### src/design/gpsl_pkg.sv
`timescale 1ns / 1ps

package gpsl_pkg;

	// polynomial width used inside the datapath; ports stay at FIELD_W
	localparam int POLY_BITS = 64;
	localparam int FIELD_W   = 64;
	localparam int IDX_W     = $clog2(POLY_BITS);
	localparam int REG_IDX_W = 2;

	typedef logic [POLY_BITS-1:0] poly_t;
	typedef logic [IDX_W-1:0]     deg_t;
	typedef logic [FIELD_W-1:0]   field_t;

	typedef enum logic [REG_IDX_W-1:0] {
		REG_A0 = REG_IDX_W'(0),
		REG_A1 = REG_IDX_W'(1),
		REG_B0 = REG_IDX_W'(2),
		REG_B1 = REG_IDX_W'(3)
	} reg_idx_t;

	localparam poly_t POLY_ZERO = poly_t'(0);
	localparam poly_t POLY_ONE  = poly_t'(1);
	localparam poly_t POLY_TOP  = poly_t'(1) << (POLY_BITS - 1);
	localparam deg_t  DEG_TOP   = deg_t'(POLY_BITS - 1);

	typedef struct packed {
		poly_t a0;
		poly_t a1;
		poly_t b0;
		poly_t b1;
	} basis_t;

	typedef struct packed {
		logic  start;
		poly_t t;
	} inv_req_t;

	typedef struct packed {
		logic  done;
		logic  ok;
		poly_t g;
	} inv_rsp_t;

endpackage

### src/design/gpsl_mulstep.sv
`timescale 1ns / 1ps

// One Horner step of a product modulo p: shift, fold back x^deg(p), add.
module gpsl_mulstep (
	input  gpsl_pkg::poly_t acc,
	input  logic            bit_in,
	input  gpsl_pkg::poly_t addend,
	input  gpsl_pkg::poly_t prime,
	input  gpsl_pkg::poly_t ptop,
	output gpsl_pkg::poly_t acc_next
);
	import gpsl_pkg::*;

	poly_t shifted;
	logic  fold;

	always_comb begin
		shifted  = {acc[POLY_BITS-2:0], 1'b0};
		fold     = |(shifted & ptop);
		acc_next = shifted ^ (fold ? prime : POLY_ZERO) ^ (bit_in ? addend : POLY_ZERO);
	end

endmodule

### src/design/gpsl_inv.sv
`timescale 1ns / 1ps

// Extended Euclid inverse modulo p, one shift-xor, swap or degree step per cycle.
module gpsl_inv (
	input  logic              clk,
	input  logic              arst_n,
	input  gpsl_pkg::inv_req_t req,
	input  gpsl_pkg::poly_t   prime,
	input  gpsl_pkg::deg_t    prime_deg,
	output gpsl_pkg::inv_rsp_t rsp
);
	import gpsl_pkg::*;

	typedef enum logic [2:0] {
		I_IDLE = 3'b001,
		I_CHK  = 3'b010,
		I_NORM = 3'b100
	} inv_state_t;

	inv_state_t state_q, state_d;
	logic       done_q, done_d, ok_q;
	poly_t      u_q, v_q, g1_q, g2_q;
	deg_t       du_q, dv_q, shamt;

	assign shamt = du_q - dv_q;

	always_comb begin
		state_d = state_q;
		done_d  = 1'b0;
		unique case (state_q)
			I_IDLE: begin
				if (req.start) state_d = I_CHK;
			end
			I_CHK: begin
				if (u_q == POLY_ONE || u_q == POLY_ZERO) begin
					state_d = I_IDLE;
					done_d  = 1'b1;
				end else begin
					state_d = I_NORM;
				end
			end
			I_NORM: begin
				if (u_q[du_q] && du_q >= dv_q) state_d = I_CHK;
			end
			default: state_d = I_IDLE;
		endcase
	end

	always_ff @(posedge clk or negedge arst_n) begin
		if (!arst_n) begin
			state_q <= I_IDLE;
			done_q  <= 1'b0;
		end else begin
			state_q <= state_d;
			done_q  <= done_d;
		end
	end

	always_ff @(posedge clk) begin
		unique case (state_q)
			I_IDLE: begin
				if (req.start) begin
					u_q  <= req.t;
					v_q  <= prime;
					g1_q <= POLY_ONE;
					g2_q <= POLY_ZERO;
					du_q <= DEG_TOP;
					dv_q <= prime_deg;
				end
			end
			I_CHK: begin
				ok_q <= (u_q == POLY_ONE);
			end
			I_NORM: begin
				if (!u_q[du_q]) begin
					// tighten the degree bound of u
					du_q <= du_q - deg_t'(1);
				end else if (du_q < dv_q) begin
					u_q  <= v_q;
					v_q  <= u_q;
					g1_q <= g2_q;
					g2_q <= g1_q;
					du_q <= dv_q;
					dv_q <= du_q;
				end else begin
					u_q  <= u_q ^ (v_q << shamt);
					g1_q <= g1_q ^ (g2_q << shamt);
				end
			end
			default: ;
		endcase
	end

	assign rsp.done = done_q;
	assign rsp.ok   = ok_q;
	assign rsp.g    = g1_q;

endmodule

### src/design/gpsl_core.sv
`timescale 1ns / 1ps

// Sequencer: degree scan, bit-serial passes on the shared step unit, inverse.
module gpsl_core (
	input  logic              clk,
	input  logic              arst_n,
	input  logic              start,
	input  gpsl_pkg::poly_t   prime_in,
	input  gpsl_pkg::poly_t   root_in,
	input  gpsl_pkg::basis_t  basis,
	output logic              idle,
	output logic              res_valid,
	input  logic              res_ready,
	output gpsl_pkg::poly_t   res_poly,
	output logic              res_proj
);
	import gpsl_pkg::*;

	typedef enum logic [7:0] {
		ST_IDLE = 8'b0000_0001,
		ST_SCAN = 8'b0000_0010,
		ST_REMX = 8'b0000_0100,
		ST_MUL  = 8'b0000_1000,
		ST_REMY = 8'b0001_0000,
		ST_INV  = 8'b0010_0000,
		ST_FIN  = 8'b0100_0000,
		ST_DONE = 8'b1000_0000
	} state_t;

	state_t   state_q, state_d;
	poly_t    p_q, r_q, ptop_q, s_q, add_q, acc_q, prod_q, res_q;
	deg_t     dp_q, cnt_q;
	logic     proj_q, above_q, phase1_q, res_proj_q;
	poly_t    step_acc, t_now, x_t0, x_t1, s_sel, y_sel;
	logic     hit, r_hit, proj_now, last;
	inv_req_t inv_req;
	inv_rsp_t inv_rsp;

	gpsl_mulstep u_step (
		.acc     (acc_q),
		.bit_in  (s_q[POLY_BITS-1]),
		.addend  (add_q),
		.prime   (p_q),
		.ptop    (ptop_q),
		.acc_next(step_acc)
	);

	gpsl_inv u_inv (
		.clk      (clk),
		.arst_n   (arst_n),
		.req      (inv_req),
		.prime    (p_q),
		.prime_deg(dp_q),
		.rsp      (inv_rsp)
	);

	always_comb begin
		hit      = |(p_q & ptop_q);
		r_hit    = |(r_q & ptop_q);
		proj_now = !above_q && r_hit;
		last     = (cnt_q == '0);
		t_now    = prod_q ^ step_acc;
		x_t0     = proj_now ? basis.a0 : basis.b0;
		x_t1     = proj_q ? basis.a1 : basis.b1;
		s_sel    = (!phase1_q && proj_q) ? (r_q ^ p_q) : r_q;
		if (phase1_q) y_sel = proj_q ? basis.b1 : basis.a1;
		else          y_sel = proj_q ? basis.b0 : basis.a0;
		inv_req.start = (state_q == ST_REMY) && last && !phase1_q && (t_now != POLY_ZERO);
		inv_req.t     = t_now;
	end

	always_comb begin
		state_d = state_q;
		unique case (state_q)
			ST_IDLE: begin
				if (start) state_d = (prime_in[POLY_BITS-1:1] == '0) ? ST_DONE : ST_SCAN;
			end
			ST_SCAN: if (hit) state_d = ST_REMX;
			ST_REMX: if (last) state_d = ST_MUL;
			ST_MUL:  if (last) state_d = ST_REMY;
			ST_REMY: begin
				if (last) begin
					if (phase1_q)                  state_d = ST_FIN;
					else if (t_now == POLY_ZERO)   state_d = ST_DONE;
					else                           state_d = ST_INV;
				end
			end
			ST_INV: begin
				if (inv_rsp.done) state_d = inv_rsp.ok ? ST_REMX : ST_DONE;
			end
			ST_FIN:  if (last) state_d = ST_DONE;
			ST_DONE: if (res_ready) state_d = ST_IDLE;
			default: state_d = ST_IDLE;
		endcase
	end

	always_ff @(posedge clk or negedge arst_n) begin
		if (!arst_n) state_q <= ST_IDLE;
		else         state_q <= state_d;
	end

	always_ff @(posedge clk) begin
		unique case (state_q) inside
			ST_IDLE: begin
				if (start) begin
					p_q        <= prime_in;
					r_q        <= root_in;
					ptop_q     <= POLY_TOP;
					cnt_q      <= DEG_TOP;
					above_q    <= 1'b0;
					phase1_q   <= 1'b0;
					res_q      <= prime_in;
					res_proj_q <= 1'b1;
				end
			end
			ST_SCAN: begin
				if (hit) begin
					dp_q   <= cnt_q;
					proj_q <= proj_now;
					s_q    <= x_t0;
					add_q  <= POLY_ONE;
					acc_q  <= POLY_ZERO;
					cnt_q  <= DEG_TOP;
				end else begin
					above_q <= above_q | r_hit;
					ptop_q  <= ptop_q >> 1;
					cnt_q   <= cnt_q - deg_t'(1);
				end
			end
			ST_REMX, ST_MUL, ST_REMY, ST_FIN: begin
				if (!last) begin
					acc_q <= step_acc;
					s_q   <= s_q << 1;
					cnt_q <= cnt_q - deg_t'(1);
				end else begin
					acc_q <= POLY_ZERO;
					cnt_q <= DEG_TOP;
					if (state_q == ST_REMX) begin
						add_q <= step_acc;
						s_q   <= s_sel;
					end else if (state_q == ST_MUL) begin
						prod_q <= step_acc;
						add_q  <= POLY_ONE;
						s_q    <= y_sel;
					end else if (state_q == ST_REMY) begin
						// t1 is ready: multiply it by the inverse
						add_q <= t_now;
						s_q   <= inv_rsp.g;
					end else begin
						res_q      <= step_acc;
						res_proj_q <= 1'b0;
					end
				end
			end
			ST_INV: begin
				if (inv_rsp.done && inv_rsp.ok) begin
					phase1_q <= 1'b1;
					s_q      <= x_t1;
					add_q    <= POLY_ONE;
					acc_q    <= POLY_ZERO;
					cnt_q    <= DEG_TOP;
				end
			end
			ST_DONE: ;
			default: ;
		endcase
	end

	assign idle      = (state_q == ST_IDLE);
	assign res_valid = (state_q == ST_DONE);
	assign res_poly  = res_q;
	assign res_proj  = res_proj_q;

endmodule

### src/design/gf2_poly_sieve_lambda_top.sv
`timescale 1ns / 1ps
// Path: a zero or one p goes straight to the result, projective; when t0 is zero the scan and
// the first three passes run and p comes back projective; on the full path the inverse and
// four more passes follow; a failed inverse ends with p projective as well.
// Throughput: one request at a time, the next taken in the cycle after the last result is loaded
// into the output register; a full item takes seven passes on the shared step unit plus the inverse.
// Reset: arst_n asynchronous, active low; clears control and the four basis registers to zero.
module gf2_poly_sieve_lambda_top (
	input  logic                   clk,
	input  logic                   arst_n,
	input  logic                   in_valid,
	output logic                   in_ready,
	input  gpsl_pkg::field_t       prime_poly,
	input  gpsl_pkg::field_t       root_poly,
	output logic                   out_valid,
	input  logic                   out_ready,
	output gpsl_pkg::field_t       lambda_poly,
	output logic                   is_projective,
	input  logic                   wr_en,
	input  logic [gpsl_pkg::REG_IDX_W-1:0] wr_index,
	input  gpsl_pkg::field_t       wr_data
);
	import gpsl_pkg::*;

	basis_t basis_q;
	logic   core_idle, res_valid, res_ready, res_proj, start;
	poly_t  res_poly;

	// result register: lets the core take the next request while a result waits
	logic   out_valid_q, out_proj_q;
	poly_t  out_poly_q;

	// basis registers; only the low POLY_BITS bits are kept
	always_ff @(posedge clk or negedge arst_n) begin
		if (!arst_n) begin
			basis_q <= '0;
		end else if (wr_en) begin
			unique case (reg_idx_t'(wr_index))
				REG_A0: basis_q.a0 <= wr_data[POLY_BITS-1:0];
				REG_A1: basis_q.a1 <= wr_data[POLY_BITS-1:0];
				REG_B0: basis_q.b0 <= wr_data[POLY_BITS-1:0];
				REG_B1: basis_q.b1 <= wr_data[POLY_BITS-1:0];
				default: ;
			endcase
		end
	end

	// accept a request only while the sequencer is idle
	assign in_ready = core_idle;
	assign start    = in_valid && core_idle;

	gpsl_core u_core (
		.clk      (clk),
		.arst_n   (arst_n),
		.start    (start),
		.prime_in (prime_poly[POLY_BITS-1:0]),
		.root_in  (root_poly[POLY_BITS-1:0]),
		.basis    (basis_q),
		.idle     (core_idle),
		.res_valid(res_valid),
		.res_ready(res_ready),
		.res_poly (res_poly),
		.res_proj (res_proj)
	);

	// advance a finished result when the output register is empty or draining
	assign res_ready = !out_valid_q || out_ready;

	always_ff @(posedge clk or negedge arst_n) begin
		if (!arst_n) begin
			out_valid_q <= 1'b0;
		end else if (res_ready) begin
			out_valid_q <= res_valid;
		end
	end

	always_ff @(posedge clk) begin
		if (res_valid && res_ready) begin
			out_poly_q <= res_poly;
			out_proj_q <= res_proj;
		end
	end

	assign out_valid     = out_valid_q;
	assign lambda_poly   = field_t'(out_poly_q);
	assign is_projective = out_proj_q;

endmodule

### config.mk
export PLATFORM = sky130hd
export DESIGN_NAME = gf2_poly_sieve_lambda_top
export DESIGN_NICKNAME = d
export VERILOG_FILES = /design/src/design/gpsl_pkg.sv /design/src/design/gpsl_mulstep.sv /design/src/design/gpsl_inv.sv /design/src/design/gpsl_core.sv /design/src/design/gf2_poly_sieve_lambda_top.sv
export SDC_FILE = /design/constraint.sdc
export NUM_CORES = 2
export LEC_CHECK = 0
export ABC_CLOCK_PERIOD_IN_PS = 16300
export BUFFER_PORTS_ARGS = -buffer_cell sky130_fd_sc_hd__buf_2
export CAP_MARGIN = 20
export CORE_MARGIN = 1
export CORE_UTILIZATION = 28
export DETAILED_ROUTE_END_ITERATION = 8
export PLACE_DENSITY = 0.41
export SLEW_MARGIN = 10
export SYNTH_ARGS = -nofsm -noshare
export SYNTH_HDL_FRONTEND = slang
export SYNTH_HIERARCHICAL = 1
export SYNTH_SLANG_ARGS = --single-unit
### constraint.sdc
create_clock -name clk -period 16.3 [get_ports clk]
set_input_delay 1.63 -clock clk [delete_from_list [all_inputs] [get_ports clk]]
set_output_delay 1.63 -clock clk [all_outputs]
set_load 0.02 [all_outputs]
Yosys cells after proc, flatten, opt, wreduce, memory -nomap -nowiden. Cells that the tools add are included.

Register bits after elaboration: 1130. Latch bits: 0. RAM bits: 0. Memory bits (read-only): 0. Bits of input ports: 199. Output and inout bits: 67. Logic and storage cells: 231. Memories: 0.

Add/subtract/negate cells: 3. Multipliers: 0. Divide/modulo/power cells: 0. $lt $le $gt $ge: 3. Equal/unequal tests: 36. Shifts and indexed selects: 2. Mux-type cells: 96. Bitwise gates (word level): 11. Reductions and logical operators: 49.

Operator list (number): two-way mux 64 bit (39); case mux 64 bit (2 select lines) (6); case mux 64 bit (3 select lines) (2); XOR 64 bit (6); AND 64 bit (3); OR reduction 64 bit (3); two-way mux 63 bit (3); case mux 63 bit (3 select lines) (1); zero test 64 bit (2); left shift 64 x 6 -> 64 bit (2); two-way mux 8 bit (12); == test 64 x 1 -> 1 bit, second input constant (1); case mux 8 bit (8 select lines) (1); nonzero test 64 bit (1); zero test 63 bit (1); two-way mux 6 bit (10); case mux 6 bit (2 select lines) (2); case mux 6 bit (4 select lines) (1); inequality test 2 x 1 -> 1 bit, second input constant (9); inequality test 2 bit, second input constant (9); AND reduction 3 bit (6); AND reduction 2 bit (7); AND reduction 4 bit (3); subtractor 6 x 1 -> 6 bit, second input constant (2); other kinds (39) (68).

Logic depth before layout (Yosys ltp).
Depth in word-level cells: 11. Mapped depth: 19. Gate-level depth less buffers: 15.

By module. The synthesis kept the hierarchy.

Modules (own cells, without submodules): gpsl_core (instances 1, cells an instance 2257, area an instance 27606.5 um^2, seq. area each 16056.6 um^2); gpsl_inv (instances 1, cells an instance 2249, area an instance 22231.3 um^2, seq. area each 8179.1 um^2); gf2_poly_sieve_lambda_top (instances 1, cells an instance 613, area an instance 11808.8 um^2, seq. area each 8383.0 um^2); gpsl_mulstep (instances 1, cells an instance 305, area an instance 2255.9 um^2, seq. area each 0.0 um^2).

Worst setup path before layout. No wires, ideal clock.

Kind: register to register. From: reg u_core.acc_q[19]. To: reg u_core.u_inv.dv_q[0], enable pin. Setup time: 813 ps. Arrival time: 12146 ps. Data required time: 15487 ps. Setup slack: 3341 ps. Cell stages (with the launch flop): 17. Buffers on the path: 2. Period minus slack after synthesis: 12959 ps. Cells stage by stage: edfxtp_1 -> a22o_1 -> a221oi_2 -> nand4_1 -> or4_1 -> buf_6 -> buf_12 -> nand2_2 -> xnor2_1 -> xor2_1 -> nor4_1 -> nand4_1 -> nor2_1 -> nand2_1 -> and3_1 -> nand3b_1 -> o21ai_0.

RTL lines: start, declared (line gpsl_core.sv:31) `poly_t p_q, r_q, ptop_q, s_q, add_q, acc_q, prod_q, res_q;`; start signal, assigned (line gpsl_core.sv:132) `acc_q <= step_acc;`; end signal, assigned (line gpsl_inv.sv:68) `dv_q <= prime_deg;`; end signal, assigned (line gpsl_inv.sv:84) `dv_q <= du_q;`; end, declared (line gpsl_inv.sv:23) `deg_t du_q, dv_q, shamt;`.

==> impl_metrics.json <==
{
  "outcome": "complete, no violations",
  "reg2reg_depth": 17,
  "globalRouteMet3Util": 0.0461,
  "worstSetupStartpointType": "flop",
  "synth_area_sq_um": 63900,
  "synth.yosys.warnings": 6,
  "min_period_over_period": 0.462,
  "synth_fp_nets": 5631,
  "cts.sinks": 1130,
  "dp_cells": 8380,
  "viasPerCell": 5.60,
  "ctsHoldBuffers": 0,
  "hold_start": "u_core/res_poly[63]",
  "fin_cells": 8638,
  "drv_cap": 0,
  "antenna_found_initial": 51,
  "min_path_type": "reg2reg",
  "clkTransAtPathRegs_ns": 0.06,
  "cts_max_path_buffers": 3,
  "clkLatencyLatePin_ns": 0.81,
  "grt_max_degree": 144,
  "finalHoldViolCount": 0,
  "die_h_um": 480,
  "utilization": 0.321,
  "critPathMaxFanout": 57,
  "cts_tree": "yes",
  "post-dp-hpwl_mm": 210,
  "postCtsSetupBuffers": 0,
  "wl_per_cell_um": 33.6,
  "skew_ns": 0.0398,
  "top_register": "basis_q",
  "min_to": "lambda_poly[63]",
  "hold_path_depth": 0,
  "slew-limit-headroom": 0.201,
  "busiest_layer": "met2",
  "slew_viol_final": 0,
  "worstMarginPinSlew_ns": 1.17,
  "cp-startpoint": "u_core/acc_q[50]",
  "cellPowerDensity_nw_per_um2": 145,
  "fill_cells": 22802,
  "leakage_nw": 26.5,
  "syn_inst": 5422,
  "setup_slack_ns": 8.78,
  "met2_usage": 0.361,
  "grt_pass1_vias": 46131,
  "grt-ovfl-total": 0,
  "cts_root_buf": "clkbuf_16",
  "drcViolationCount": 0,
  "gr-usage-met1": 0.358,
  "ant_nets": 0,
  "grt_usage": 0.246,
  "io_pins": 266,
  "period_needed_ns": 7.52,
  "core_area_sq_um": 226000,
  "area_delta_synth_final_pct": 13.4,
  "vias": 48361,
  "rr_startpoint": "u_core/acc_q[50]",
  "ir_worst_vdd_mv": 0.114,
  "die_w_um": 480,
  "max_freq_mhz": 133,
  "first_pass_iters": 7,
  "numCtsBuffers": 136,
  "r2r_end": "u_core/u_inv/v_q[37]",
  "post-place-ws_ns": 9.10,
  "finalSetupViolCount": 0,
  "layout-drive-gt1-share": 0.204,
  "rows": 174,
  "rsz0062_at_grt": "false",
  "num-nets-final": 5735,
  "drt-initial-drc-count": 6034,
  "grt_pass1_wl_mm": 396,
  "wirelength_mm": 290,
  "setup_tns_ns": 0,
  "r2r_slack_ns": 8.78,
  "numPortBuffers": 265,
  "syn_area_per_cell_sq_um": 11.8,
  "criticalPathCategory": "reg2reg",
  "largest_reg_flops": 256,
  "htreeDepth": 4,
  "cts_resized": 0,
  "dieArea_sq_um": 230000,
  "crit_arrival_ns": 7.95,
  "cp-end-kind": "flop",
  "gp_congestion": 0.998,
  "crit_required_ns": 16.72,
  "start_util": 0.283
}
-- worst max path at each step --
| stage | endpoint | cells after the start | slack [ns] |
|---|---|---|---|
| after floorplan | u_core/u_inv/dv_q[0] | 16 | 3.34 |
| after global placement | u_core/u_inv/v_q[45] | 17 | 9.15 |
| after detailed placement | u_core/u_inv/v_q[45] | 17 | 9.10 |
| after CTS | u_core/u_inv/v_q[25] | 17 | 9.05 |
| after global routing | u_core/u_inv/v_q[37] | 17 | 8.85 |
| final | u_core/u_inv/v_q[37] | 17 | 8.78 |
-- where the power goes --
| group | internal [mW] | leakage [nW] | switching (mW) |
|---|---|---|---|
| registers | 3.81 | 10.8 | 0.469 |
| clock network | 1.91 | 2.24 | 1.31 |
| logic | 0.929 | 13.5 | 2.11 |
-- cell type report --
cell class | instances | area [sq um] | share of cell area
inverters | 33 | 131 | 0.00181
multi-input cells | 3871 | 29200 | 0.404
well taps | 2992 | 3740 | 0.0517
diodes | 13 | 32.5 | 0.000449
clock buffers | 177 | 3780 | 0.0523
flip-flops and latches | 1130 | 32600 | 0.450
clock inverters | 68 | 822 | 0.0114
repair buffers | 354 | 2070 | 0.0286
-- per-layer routing --
metal  wire length (um)  vias up
li1                   -    20375
met1             131000    25333
met2             124000     2239
met3              23400      392
met4              11600       22
met5                143        -
-- placed cells by master (no fill, tap or decap), drive strengths merged, types with 9 or more instances in the layout --
cell and n:
o221ai 64, dfrtp 267, nor2 188, inv 34, bufinv 17, nor2b 15, or3 17, nor4 50
nand2 988, buf 354, clkbuf 177, clkinv 45, a21oi 191, nand2b 16, o211ai 15, and3 96
xnor2 256, nand4 32, nand3b 64, a221oi 49, diode 13, nand3 69, and2 136, o21ai 336
ha 9, mux2 293, edfxtp 861, a31oi 15, mux4 189, a211oi 50, mux2i 345, nor3 39
xor2 120, a22o 50, o22ai 83
-- metrics by stage --
| stage | instance area [sq um] | hold slack, ns | power, mW |
|---|---|---|---|
| 6_report | 72400 | 0.414 | 10.5 |
| 5_1_grt | 72400 | 0.421 | 10.8 |
| 4_1_cts | 72400 | 0.416 | 10.5 |
| 3_5_place_dp | 67800 | 0.406 | 7.26 |
| 3_3_place_gp | 67800 | 0.401 | 7.26 |
| 2_1_floorplan | 63900 | 0.400 | 5.85 |
-- critical path, cell delays in order, from the launching register on --
cell and delay (ns):
edfxtp_1 0.51, a22o_1 0.31, a221oi_1 0.57, nand4_1 0.22, or4_4 0.84, buf_4 0.43, nand2_2 0.17, xnor2_1 0.27
xor2_1 0.60, nor4_1 0.21, nand4_1 0.26, nor2_1 0.20, nand2_1 0.15, and3_1 0.30, nand3b_1 0.30, o21ai_4 0.21
buf_4 0.56, buf_4 0.82
(Power assumes the default switching activity.)
